==> src/rtl/spl_pkg.sv <==
// Shared types, codes and defaults for the sorted priority list.
package spl_pkg;

	// Defaults for the top-level parameters.
	localparam int SPL_CAPACITY = 64;
	localparam int SPL_ID_BITS  = 10;

	// Fixed widths of the request and response fields.
	localparam int OP_W       = 3;
	localparam int ENTRY_ID_W = 10;
	localparam int COST_W     = 24;
	localparam int STATUS_W   = 2;
	localparam int COUNT_W    = 7;

	// Operation codes of a request.
	typedef enum logic [OP_W-1:0] {
		OP_INS_COST  = 3'd0,
		OP_INS_FRONT = 3'd1,
		OP_INS_BACK  = 3'd2,
		OP_DEL_FRONT = 3'd3,
		OP_DEL_BACK  = 3'd4,
		OP_DEL_ID    = 3'd5
	} op_t;

	// Status codes of a response.
	typedef enum logic [STATUS_W-1:0] {
		ST_OK        = 2'd0,
		ST_EMPTY     = 2'd1,
		ST_FULL      = 2'd2,
		ST_NOT_FOUND = 2'd3
	} status_t;

	// Request payload.
	typedef struct packed {
		logic [OP_W-1:0]       operation;
		logic [ENTRY_ID_W-1:0] entry_id;
		logic [COST_W-1:0]     entry_cost;
	} req_t;

	// Response payload.
	typedef struct packed {
		logic [STATUS_W-1:0]   status;
		logic [ENTRY_ID_W-1:0] removed_id;
		logic [COST_W-1:0]     removed_cost;
		logic [COUNT_W-1:0]    entry_count;
		logic                  is_empty;
	} rsp_t;

	// Read address select: logical front, logical back, or next scan slot.
	typedef enum logic [1:0] {
		RD_FIRST = 2'd0,
		RD_LAST  = 2'd1,
		RD_NEXT  = 2'd2
	} rd_sel_t;

	// Write address select: the slot before the scan slot, or one past the back.
	typedef enum logic {
		WA_PREV = 1'b0,
		WA_END  = 1'b1
	} wa_sel_t;

	// Head and count update applied when a request finishes.
	typedef enum logic [2:0] {
		UPD_NONE       = 3'd0,
		UPD_PUSH_FRONT = 3'd1,
		UPD_PUSH_BACK  = 3'd2,
		UPD_POP_FRONT  = 3'd3,
		UPD_POP        = 3'd4
	} upd_t;

	// Commands from the controller to the datapath.
	typedef struct packed {
		logic    load;
		logic    e_clr;
		logic    e_inc;
		logic    rd_en;
		rd_sel_t rd_sel;
		logic    wr_en;
		wa_sel_t wa_sel;
		logic    wd_new;
		logic    sav_en;
		logic    finish;
		logic    rsp_removed;
		upd_t    upd;
		status_t status;
	} cmd_t;

	// Status from the datapath to the controller.
	typedef struct packed {
		logic full;
		logic empty;
		logic at_end;
		logic cost_gt;
		logic id_eq;
		logic res_free;
	} sts_t;

endpackage

==> src/rtl/sorted_priority_list.sv <==
// Sorted priority list: an ordered list of entries (id, cost) for a best-first search.
//
// Requests come in on req_valid/req_ready with a req_t payload; one response per
// request leaves on rsp_valid/rsp_ready with an rsp_t payload, in request order.
// Operations: insert by cost (after all entries of equal or lower cost), insert at
// front or back, remove front, remove back, remove first matching id.
// Entries sit in a circular slot memory with one write and one registered read
// port; ordered insert and remove by id walk it one slot per cycle.
// Insert front or back goes straight to the finish state, remove front or back reads
// the entry first, insert by cost walks the entries ahead of the new one, and remove
// by id walks all entries whether the id is found or not. Full, empty and unused codes skip the memory.
// One request is in flight at a time; req_ready is high while the sequencer idles,
// and the next request can be taken while the last response is still waiting.
// A stalled receiver holds the response register; a finished request then waits
// before committing, so nothing is lost. Reset empties the list at once; slot
// contents are not cleared, since data read from slots at or past the count is never used.
module sorted_priority_list #(
	parameter int CAPACITY = spl_pkg::SPL_CAPACITY,
	parameter int ID_BITS  = spl_pkg::SPL_ID_BITS
) (
	input  logic          clk,
	input  logic          arst_n,
	input  logic          req_valid,
	output logic          req_ready,
	input  spl_pkg::req_t req,
	output logic          rsp_valid,
	input  logic          rsp_ready,
	output spl_pkg::rsp_t rsp
);
	import spl_pkg::*;

	cmd_t cmd;
	sts_t sts;

	// Sequencer.
	spl_ctrl u_ctrl (
		.clk       (clk),
		.arst_n    (arst_n),
		.req_valid (req_valid),
		.req_op    (op_t'(req.operation)),
		.req_ready (req_ready),
		.sts       (sts),
		.cmd       (cmd)
	);

	// Storage and arithmetic.
	spl_dpath #(
		.CAPACITY (CAPACITY),
		.ID_BITS  (ID_BITS)
	) u_dpath (
		.clk       (clk),
		.arst_n    (arst_n),
		.req       (req),
		.cmd       (cmd),
		.sts       (sts),
		.rsp_ready (rsp_ready),
		.rsp_valid (rsp_valid),
		.rsp       (rsp)
	);

endmodule

==> src/rtl/spl_ctrl.sv <==
// Controller state machine that sequences each request over the slot memory.
module spl_ctrl (
	input  logic          clk,
	input  logic          arst_n,
	input  logic          req_valid,
	input  spl_pkg::op_t  req_op,
	output logic          req_ready,
	input  spl_pkg::sts_t sts,
	output spl_pkg::cmd_t cmd
);
	import spl_pkg::*;

	typedef enum logic [6:0] {
		S_IDLE   = 7'b0000001,
		S_PRIME  = 7'b0000010,
		S_SCAN   = 7'b0000100,
		S_SHIFT  = 7'b0001000,
		S_FETCH  = 7'b0010000,
		S_TAKE   = 7'b0100000,
		S_FINISH = 7'b1000000
	} state_t;

	state_t  state_q, state_d;
	op_t     op_q, op_d;
	status_t stat_q, stat_d;

	assign req_ready = (state_q == S_IDLE);

	// Next state and command decode.
	always_comb begin
		state_d = state_q;
		op_d    = op_q;
		stat_d  = stat_q;
		cmd     = '0;
		cmd.status = stat_q;
		case (state_q)
			S_IDLE: begin
				if (req_valid) begin
					cmd.load  = 1'b1;
					cmd.e_clr = 1'b1;
					op_d      = req_op;
					stat_d    = ST_OK;
					case (req_op)
						OP_INS_COST: begin
							if (sts.full) begin
								stat_d  = ST_FULL;
								state_d = S_FINISH;
							end else begin
								state_d = S_PRIME;
							end
						end
						OP_INS_FRONT, OP_INS_BACK: begin
							if (sts.full) begin
								stat_d = ST_FULL;
							end
							state_d = S_FINISH;
						end
						OP_DEL_FRONT, OP_DEL_BACK: begin
							if (sts.empty) begin
								stat_d  = ST_EMPTY;
								state_d = S_FINISH;
							end else begin
								state_d = S_FETCH;
							end
						end
						OP_DEL_ID: begin
							if (sts.empty) begin
								stat_d  = ST_EMPTY;
								state_d = S_FINISH;
							end else begin
								state_d = S_PRIME;
							end
						end
						default: begin
							state_d = S_FINISH;
						end
					endcase
				end
			end
			S_PRIME: begin
				// Read the front entry to start the scan.
				cmd.rd_en  = 1'b1;
				cmd.rd_sel = RD_FIRST;
				state_d    = S_SCAN;
			end
			S_SCAN: begin
				if (op_q == OP_INS_COST) begin
					// Entries of lower or equal cost move one slot toward the front.
					cmd.wr_en  = 1'b1;
					cmd.wa_sel = WA_PREV;
					if (sts.at_end || sts.cost_gt) begin
						cmd.wd_new = 1'b1;
						state_d    = S_FINISH;
					end else begin
						cmd.rd_en  = 1'b1;
						cmd.rd_sel = RD_NEXT;
						cmd.e_inc  = 1'b1;
					end
				end else begin
					if (sts.at_end) begin
						stat_d  = ST_NOT_FOUND;
						state_d = S_FINISH;
					end else begin
						cmd.rd_en  = 1'b1;
						cmd.rd_sel = RD_NEXT;
						cmd.e_inc  = 1'b1;
						if (sts.id_eq) begin
							cmd.sav_en = 1'b1;
							state_d    = S_SHIFT;
						end
					end
				end
			end
			S_SHIFT: begin
				// Entries behind the removed one move one slot toward the front.
				if (sts.at_end) begin
					state_d = S_FINISH;
				end else begin
					cmd.wr_en  = 1'b1;
					cmd.wa_sel = WA_PREV;
					cmd.rd_en  = 1'b1;
					cmd.rd_sel = RD_NEXT;
					cmd.e_inc  = 1'b1;
				end
			end
			S_FETCH: begin
				cmd.rd_en  = 1'b1;
				cmd.rd_sel = (op_q == OP_DEL_FRONT) ? RD_FIRST : RD_LAST;
				state_d    = S_TAKE;
			end
			S_TAKE: begin
				cmd.sav_en = 1'b1;
				state_d    = S_FINISH;
			end
			S_FINISH: begin
				// Commit and post the response once the output register is free.
				if (sts.res_free) begin
					cmd.finish = 1'b1;
					state_d    = S_IDLE;
					if (stat_q == ST_OK) begin
						cmd.rsp_removed = op_q inside {OP_DEL_FRONT, OP_DEL_BACK, OP_DEL_ID};
						case (op_q)
							OP_INS_COST: begin
								cmd.upd = UPD_PUSH_FRONT;
							end
							OP_INS_FRONT: begin
								cmd.upd    = UPD_PUSH_FRONT;
								cmd.wr_en  = 1'b1;
								cmd.wa_sel = WA_PREV;
								cmd.wd_new = 1'b1;
							end
							OP_INS_BACK: begin
								cmd.upd    = UPD_PUSH_BACK;
								cmd.wr_en  = 1'b1;
								cmd.wa_sel = WA_END;
								cmd.wd_new = 1'b1;
							end
							OP_DEL_FRONT: begin
								cmd.upd = UPD_POP_FRONT;
							end
							OP_DEL_BACK, OP_DEL_ID: begin
								cmd.upd = UPD_POP;
							end
							default: begin
								cmd.upd = UPD_NONE;
							end
						endcase
					end
				end
			end
			default: begin
				state_d = S_IDLE;
			end
		endcase
	end

	// State registers.
	always_ff @(posedge clk or negedge arst_n) begin
		if (!arst_n) begin
			state_q <= S_IDLE;
			op_q    <= OP_INS_COST;
			stat_q  <= ST_OK;
		end else begin
			state_q <= state_d;
			op_q    <= op_d;
			stat_q  <= stat_d;
		end
	end

endmodule

==> src/rtl/spl_dpath.sv <==
// Datapath: circular slot memory, head and count, scan index and response register.
module spl_dpath #(
	parameter int CAPACITY = spl_pkg::SPL_CAPACITY,
	parameter int ID_BITS  = spl_pkg::SPL_ID_BITS
) (
	input  logic          clk,
	input  logic          arst_n,
	input  spl_pkg::req_t req,
	input  spl_pkg::cmd_t cmd,
	output spl_pkg::sts_t sts,
	input  logic          rsp_ready,
	output logic          rsp_valid,
	output spl_pkg::rsp_t rsp
);
	import spl_pkg::*;

	localparam int IDX_W = $clog2(CAPACITY);
	localparam int CNT_W = $clog2(CAPACITY + 1);
	localparam int SUM_W = IDX_W + 1;
	localparam logic [SUM_W-1:0] CAP_S    = SUM_W'(CAPACITY);
	localparam logic [IDX_W-1:0] LAST_IDX = IDX_W'(CAPACITY - 1);
	localparam logic [CNT_W-1:0] CAP_C    = CNT_W'(CAPACITY);

	// Folds a head-relative sum below twice the capacity back into the slot range.
	function automatic logic [IDX_W-1:0] wrap_idx(input logic [SUM_W-1:0] s);
		logic [SUM_W-1:0] r;
		r = (s >= CAP_S) ? (s - CAP_S) : s;
		return r[IDX_W-1:0];
	endfunction

	logic [ID_BITS-1:0] id_mem_q   [CAPACITY];
	logic [COST_W-1:0]  cost_mem_q [CAPACITY];

	logic [ID_BITS-1:0] id_q, rd_id_q, sav_id_q, wr_id;
	logic [COST_W-1:0]  cost_q, rd_cost_q, sav_cost_q, wr_cost;
	logic [IDX_W-1:0]   head_q, head_upd, head_inc, head_dec;
	logic [CNT_W-1:0]   cnt_q, cnt_upd, e_q;
	logic [IDX_W-1:0]   e_addr, prev_addr, end_addr, rd_addr, wr_addr;
	logic               rsp_valid_q;
	rsp_t               rsp_q;

	// Physical slot addresses, relative to the head of the list.
	always_comb begin
		e_addr    = wrap_idx(SUM_W'(head_q) + SUM_W'(e_q));
		prev_addr = (e_addr == '0) ? LAST_IDX : (e_addr - IDX_W'(1));
		end_addr  = wrap_idx(SUM_W'(head_q) + SUM_W'(cnt_q));
		case (cmd.rd_sel)
			RD_FIRST: rd_addr = head_q;
			RD_LAST:  rd_addr = wrap_idx(SUM_W'(head_q) + SUM_W'(cnt_q) - SUM_W'(1));
			RD_NEXT:  rd_addr = wrap_idx(SUM_W'(head_q) + SUM_W'(e_q) + SUM_W'(1));
			default:  rd_addr = head_q;
		endcase
		wr_addr = (cmd.wa_sel == WA_END) ? end_addr : prev_addr;
		wr_id   = cmd.wd_new ? id_q : rd_id_q;
		wr_cost = cmd.wd_new ? cost_q : rd_cost_q;
	end

	// Head and count after the finishing request.
	always_comb begin
		head_inc = (head_q == LAST_IDX) ? '0 : (head_q + IDX_W'(1));
		head_dec = (head_q == '0) ? LAST_IDX : (head_q - IDX_W'(1));
		head_upd = head_q;
		cnt_upd  = cnt_q;
		case (cmd.upd)
			UPD_NONE: begin
			end
			UPD_PUSH_FRONT: begin
				head_upd = head_dec;
				cnt_upd  = cnt_q + CNT_W'(1);
			end
			UPD_PUSH_BACK: begin
				cnt_upd = cnt_q + CNT_W'(1);
			end
			UPD_POP_FRONT: begin
				head_upd = head_inc;
				cnt_upd  = cnt_q - CNT_W'(1);
			end
			UPD_POP: begin
				cnt_upd = cnt_q - CNT_W'(1);
			end
			default: begin
			end
		endcase
	end

	// Status toward the controller.
	always_comb begin
		sts.full     = (cnt_q == CAP_C);
		sts.empty    = (cnt_q == '0);
		sts.at_end   = (e_q == cnt_q);
		sts.cost_gt  = (rd_cost_q > cost_q);
		sts.id_eq    = (rd_id_q == id_q);
		sts.res_free = !rsp_valid_q || rsp_ready;
	end

	// Slot memory with one write port and one registered read port.
	always_ff @(posedge clk) begin
		if (cmd.wr_en) begin
			id_mem_q[wr_addr]   <= wr_id;
			cost_mem_q[wr_addr] <= wr_cost;
		end
		if (cmd.rd_en) begin
			rd_id_q   <= id_mem_q[rd_addr];
			rd_cost_q <= cost_mem_q[rd_addr];
		end
	end

	// Request operands, removed entry and response payload.
	always_ff @(posedge clk) begin
		if (cmd.load) begin
			id_q   <= ID_BITS'(req.entry_id);
			cost_q <= req.entry_cost;
		end
		if (cmd.sav_en) begin
			sav_id_q   <= rd_id_q;
			sav_cost_q <= rd_cost_q;
		end
		if (cmd.finish) begin
			rsp_q.status       <= cmd.status;
			rsp_q.removed_id   <= cmd.rsp_removed ? ENTRY_ID_W'(sav_id_q) : '0;
			rsp_q.removed_cost <= cmd.rsp_removed ? sav_cost_q : '0;
			rsp_q.entry_count  <= COUNT_W'(cnt_upd);
			rsp_q.is_empty     <= (cnt_upd == '0);
		end
	end

	// List bookkeeping and response valid.
	always_ff @(posedge clk or negedge arst_n) begin
		if (!arst_n) begin
			head_q      <= '0;
			cnt_q       <= '0;
			e_q         <= '0;
			rsp_valid_q <= 1'b0;
		end else begin
			if (cmd.e_clr) begin
				e_q <= '0;
			end else if (cmd.e_inc) begin
				e_q <= e_q + CNT_W'(1);
			end
			if (cmd.finish) begin
				head_q <= head_upd;
				cnt_q  <= cnt_upd;
			end
			if (cmd.finish) begin
				rsp_valid_q <= 1'b1;
			end else if (rsp_ready) begin
				rsp_valid_q <= 1'b0;
			end
		end
	end

	assign rsp_valid = rsp_valid_q;
	assign rsp       = rsp_q;

endmodule

==> config.mk <==
export PLATFORM = sky130hd
export DESIGN_NAME = sorted_priority_list
export DESIGN_NICKNAME = d
export VERILOG_FILES = /design/src/rtl/spl_pkg.sv /design/src/rtl/sorted_priority_list.sv /design/src/rtl/spl_ctrl.sv /design/src/rtl/spl_dpath.sv
export SDC_FILE = /design/constraint.sdc
export NUM_CORES = 2
export LEC_CHECK = 0
export BUFFER_PORTS_ARGS = -buffer_cell sky130_fd_sc_hd__buf_2
export CAP_MARGIN = 20
export CELL_PAD_IN_SITES_DETAIL_PLACEMENT = 1
export CELL_PAD_IN_SITES_GLOBAL_PLACEMENT = 1
export CORE_MARGIN = 2
export CORE_UTILIZATION = 45
export DETAILED_ROUTE_END_ITERATION = 10
export GPL_TIMING_DRIVEN = 0
export PLACE_DENSITY = 0.69
export SYNTH_ARGS = -nofsm -noshare
export SYNTH_HDL_FRONTEND = slang
export SYNTH_HIERARCHICAL = 1
export SYNTH_SLANG_ARGS = --single-unit
==> constraint.sdc <==
create_clock -name clk -period 7 [get_ports clk]
set_input_delay 1.05 -clock clk [delete_from_list [all_inputs] [get_ports clk]]
set_output_delay 1.05 -clock clk [all_outputs]
set_load 0.1 [all_outputs]
==> flow_summary_export.csv <==
group,metric,value,unit
outcome,status,"complete, no violations",
place,hpwl,176600,um
worst_setup_path,startpoint_type,"flip-flop",
clocking,cts_tree,"built",
sta,relSlewSlack,0.1550,
floorplan,fp.dieH,458.7,um
sta,period_minus_slack,6971,ps
synth,synth_most_common_cell,"edfxtp_1",
sta,hold_viol,0,
synth,synth.avg_cell_area,19.92,um^2
sta,tightest_slew,1264,ps
drt,vias,48750,
synth,synth_area,93020,um^2
clocking,clockBufferDepth,3,
synth,ys.flop_type,"edfxtp_1",
synth,synthCells,4670,
worst_setup_path,worst-path-stages,24,
worst_setup_path,slowest_stage,"nor4bb_1",
floorplan,die-area,210400,um^2
synth,async_flop_share,0.01401,
drt,ant_nets,0,
clocking,clk_latency,890,ps
global_routing,first_global_vias,49850,
synth,yosysUniqueCellTypes,75,
sta,clock-skew-final,43.47,ps
global_routing,track_usage,0.2551,
synth,synth_fp_nets,4762,
worst_setup_path,end_kind,"flip-flop",
global_routing,grt_antenna_before_repair,12,
power,power_density,327.1,nW/um^2
sta,fin_tns_setup,0,ps
floorplan,design.core.area,205000,um^2
power,ir_worst_vdd,0.2161,mV
global_routing,grt_overflow_total,0,
clocking,clock_sinks,2355,
worst_setup_path,r2r_cells,24,
worst_setup_path,crit_chain,"ha_1 -> nor2b_1 -> o21a_1 -> o21a_1 -> o21ai_0 -> nand2b_1 -> a21oi_4 -> o21ai_0 -> a21oi_2 -> o211ai_1 -> buf_4 -> nor4b_1 -> o21a_1 -> nor2_2 -> ha_1 -> buf_2 -> nand2_1 -> o221a_1 -> buf_2 -> buf_2 -> mux2i_1 -> nor3_2 -> a31oi_1 -> nor4bb_1",
worst_setup_path,crit_path_max_incr_delay,600,ps
floorplan,die_w,458.7,um
synth,synth_top_cell_by_area,"edfxtp_1",
final_layout,utilization,0.5292,
global_routing,grt_max_degree,65,
synth,synth_seq_cells,2355,
drt,drcViolationCount,0,
synth,ys_warn_count,6,
place,routabilityCongestion,0.9281,
final_layout,finalNetCount,5176,
worst_setup_path,cp.required,7590,ps
drt,dr.pass1.iters,8,
worst_setup_path,crit_buf_inv,4,
drt,routed_wl,268600,um
synth,synthTopCellsByArea,"edfxtp_1 75%, mux4_2 13%, nand2_1 2.4%, dfrtp_1 0.86%, ha_1 0.65%",
clocking,cts-root-buf,"clkbuf_16",
synth,synth_top_area_share,0.7496,
synth,synth_common_cells,"2,322 x edfxtp_1, 591 x nand2_1, 544 x mux4_2, 118 x clkbuf_1, 104 x nor2_1",
synth,ys_seq_area_frac,0.7585,
final_layout,flow.area_growth_from_synthesis,16.63,%
sta,post-route-period-util,0.9959,
floorplan,fp-row-count,166,
sta,drv_slew,0,
worst_setup_path,crit_family,"compound AO/OA/AOI/OAI gates",
worst_hold_path,hp-class,"primary input to asynchronous set/reset pin",
clocking,clkTransAtPathRegs,60,ps
place,port_buffers,86,
power,leakagePower,0.03491,uW
drt,via_per_inst,6.110,
worst_setup_path,crit_fanout,10,
floorplan,io_pins,87,
clocking,cts-htree-levels,4,
sta,clock.fmax,0.1435,GHz
sta,rsz0062_at_grt,"yes",
worst_setup_path,cp.arrival,7560,ps
global_routing,grt_pass1_wl,379400,um
clocking,numCtsBuffers,230,
flow_run,maxCapViolations,0,
drt,drt_iter0_markers,6092,
drt,wl_per_cell,33.66,um
worst_setup_path,path_class,"flip-flop to flip-flop",
final_layout,final_layout_size_suffix_gt1_frac,0.2957,
synth,synth_edf_count,2322,
final_layout,n_fill_cell,17940,
floorplan,start_util,0.4538,
sta,setup_viol,0,
state kept, by name, summed over array words and instances, names as in the netlist:
| register | flops |
|---|---|
| u_ctrl/op_q | 3 |
| u_ctrl/stat_q | 2 |
| u_ctrl/state_q | 7 |
| u_dpath/cnt_q | 7 |
| u_dpath/cost_mem_q | 1536 |
| u_dpath/cost_q | 24 |
| u_dpath/e_q | 7 |
| u_dpath/head_q | 6 |
| u_dpath/id_mem_q | 640 |
| u_dpath/id_q | 10 |
| u_dpath/rd_cost_q | 24 |
| u_dpath/rd_id_q | 10 |
| u_dpath/rsp | 44 |
| u_dpath/rsp_valid | 1 |
| u_dpath/sav_cost_q | 24 |
| u_dpath/sav_id_q | 10 |
repair_timing:
item | 4_1_cts | 5_1_grt
hold buffers | 0 | 0
pin swaps | 7 | 9
buffers inserted | 3 | 1
setup endpoints to repair | 34 | 34
resized for setup | 239 | 118
cell families (layout without fill, tap and decap cells):
kind of cell               Yosys count  count (layout)  share of synthesized area
and+or+nand+nor                   1024            1024                    0.05184
other                                0               4                          0
xor gates and xnor gates            54              54                   0.005326
AOI/OAI and AO/OA                  264             264                    0.01969
muxes                              624             624                     0.1409
adders and majority gates           51              51                   0.007102
DFF                               2355            2355                     0.7585
buffers and inverters              298             914                    0.01672
cell type report:
| type | count | area (um^2) | area share |
|---|---|---|---|
| clock buffer | 281 | 6052 | 0.05578 |
| antenna | 4 | 10.01 | 0.00009226 |
| sequential | 2355 | 70550 | 0.6503 |
| clock inverter | 153 | 1360 | 0.01254 |
| multi-input combinational | 2017 | 22880 | 0.2109 |
| inverter | 46 | 172.7 | 0.001591 |
| buffer | 252 | 1592 | 0.01467 |
| timing repair buffer | 182 | 2505 | 0.02309 |
| tap | 2688 | 3363 | 0.03100 |
cell usage in the layout, fill, tap and decap left out, drive strengths merged, types with 37 or more instances in the layout:
master  instances
clkbuf        400
mux4          544
nand2         591
a21oi          39
inv            58
and2           39
nor3           84
nor4           39
and3           72
ha             48
buf           315
mux2           40
nor2          104
mux2i          40
a31oi          69
o22ai          37
edfxtp       2322
clkinv        113
metal layers:
| metal | vias to the layer above | part of all wire | global-route usage |
|---|---|---|---|
| met4 | 4 | 0.041 | 0.1044 |
| met2 | 2297 | 0.47 | 0.3939 |
| li1 | 19810 | - | - |
| met3 | 419 | 0.088 | 0.04593 |
| met5 | - | 0.00010 | 0 |
| met1 | 26220 | 0.40 | 0.3610 |
where the power goes:
group	total, uW	internal (uW)	switching (uW)
combinational	7150	2680	4470
sequential	16000	15900	136
clock	12300	6940	5350
total	35500	25500	9960
worst paths after layout:
check	start	end	slack, ps
max	u_dpath/rd_cost_q[1]$_DFFE_PP_	u_dpath/rd_id_q[8]$_DFFE_PP_	30
min	arst_n	u_dpath/rsp_valid$_DFFE_PN0P_	270
max reg2reg	u_dpath/rd_cost_q[1]$_DFFE_PP_	u_dpath/rd_id_q[8]$_DFFE_PP_	30
min reg2reg	u_dpath/rd_cost_q[0]$_DFFE_PP_	u_dpath/sav_cost_q[0]$_DFFE_PP_	490
max in group asynchronous	arst_n	u_ctrl/state_q[2]$_DFFE_PN0P_	6180
min in group clk	req[9]	u_dpath/cost_q[9]$_DFFE_PP_	340
through the flow:
stage / total power [uW] / setup slack (ps) / hold WS [ps] / std cells / cell area [um^2]
2_1_floorplan: 20590 / 1339 / 426.4 / 4670 / 93020
5_1_grt: 36470 / -74.89 / 309.4 / 7975 / 108500
3_5_place_dp: 23060 / -2606 / 475.6 / 7533 / 99380
6_report: 35490 / 28.95 / 268.7 / 7978 / 108500
3_3_place_gp: 22790 / -5304 / 449.3 / 7444 / 96820
4_1_cts: 35500 / -15.35 / 236.6 / 7970 / 107900
Note: power is estimated with default switching activity, not from simulation.
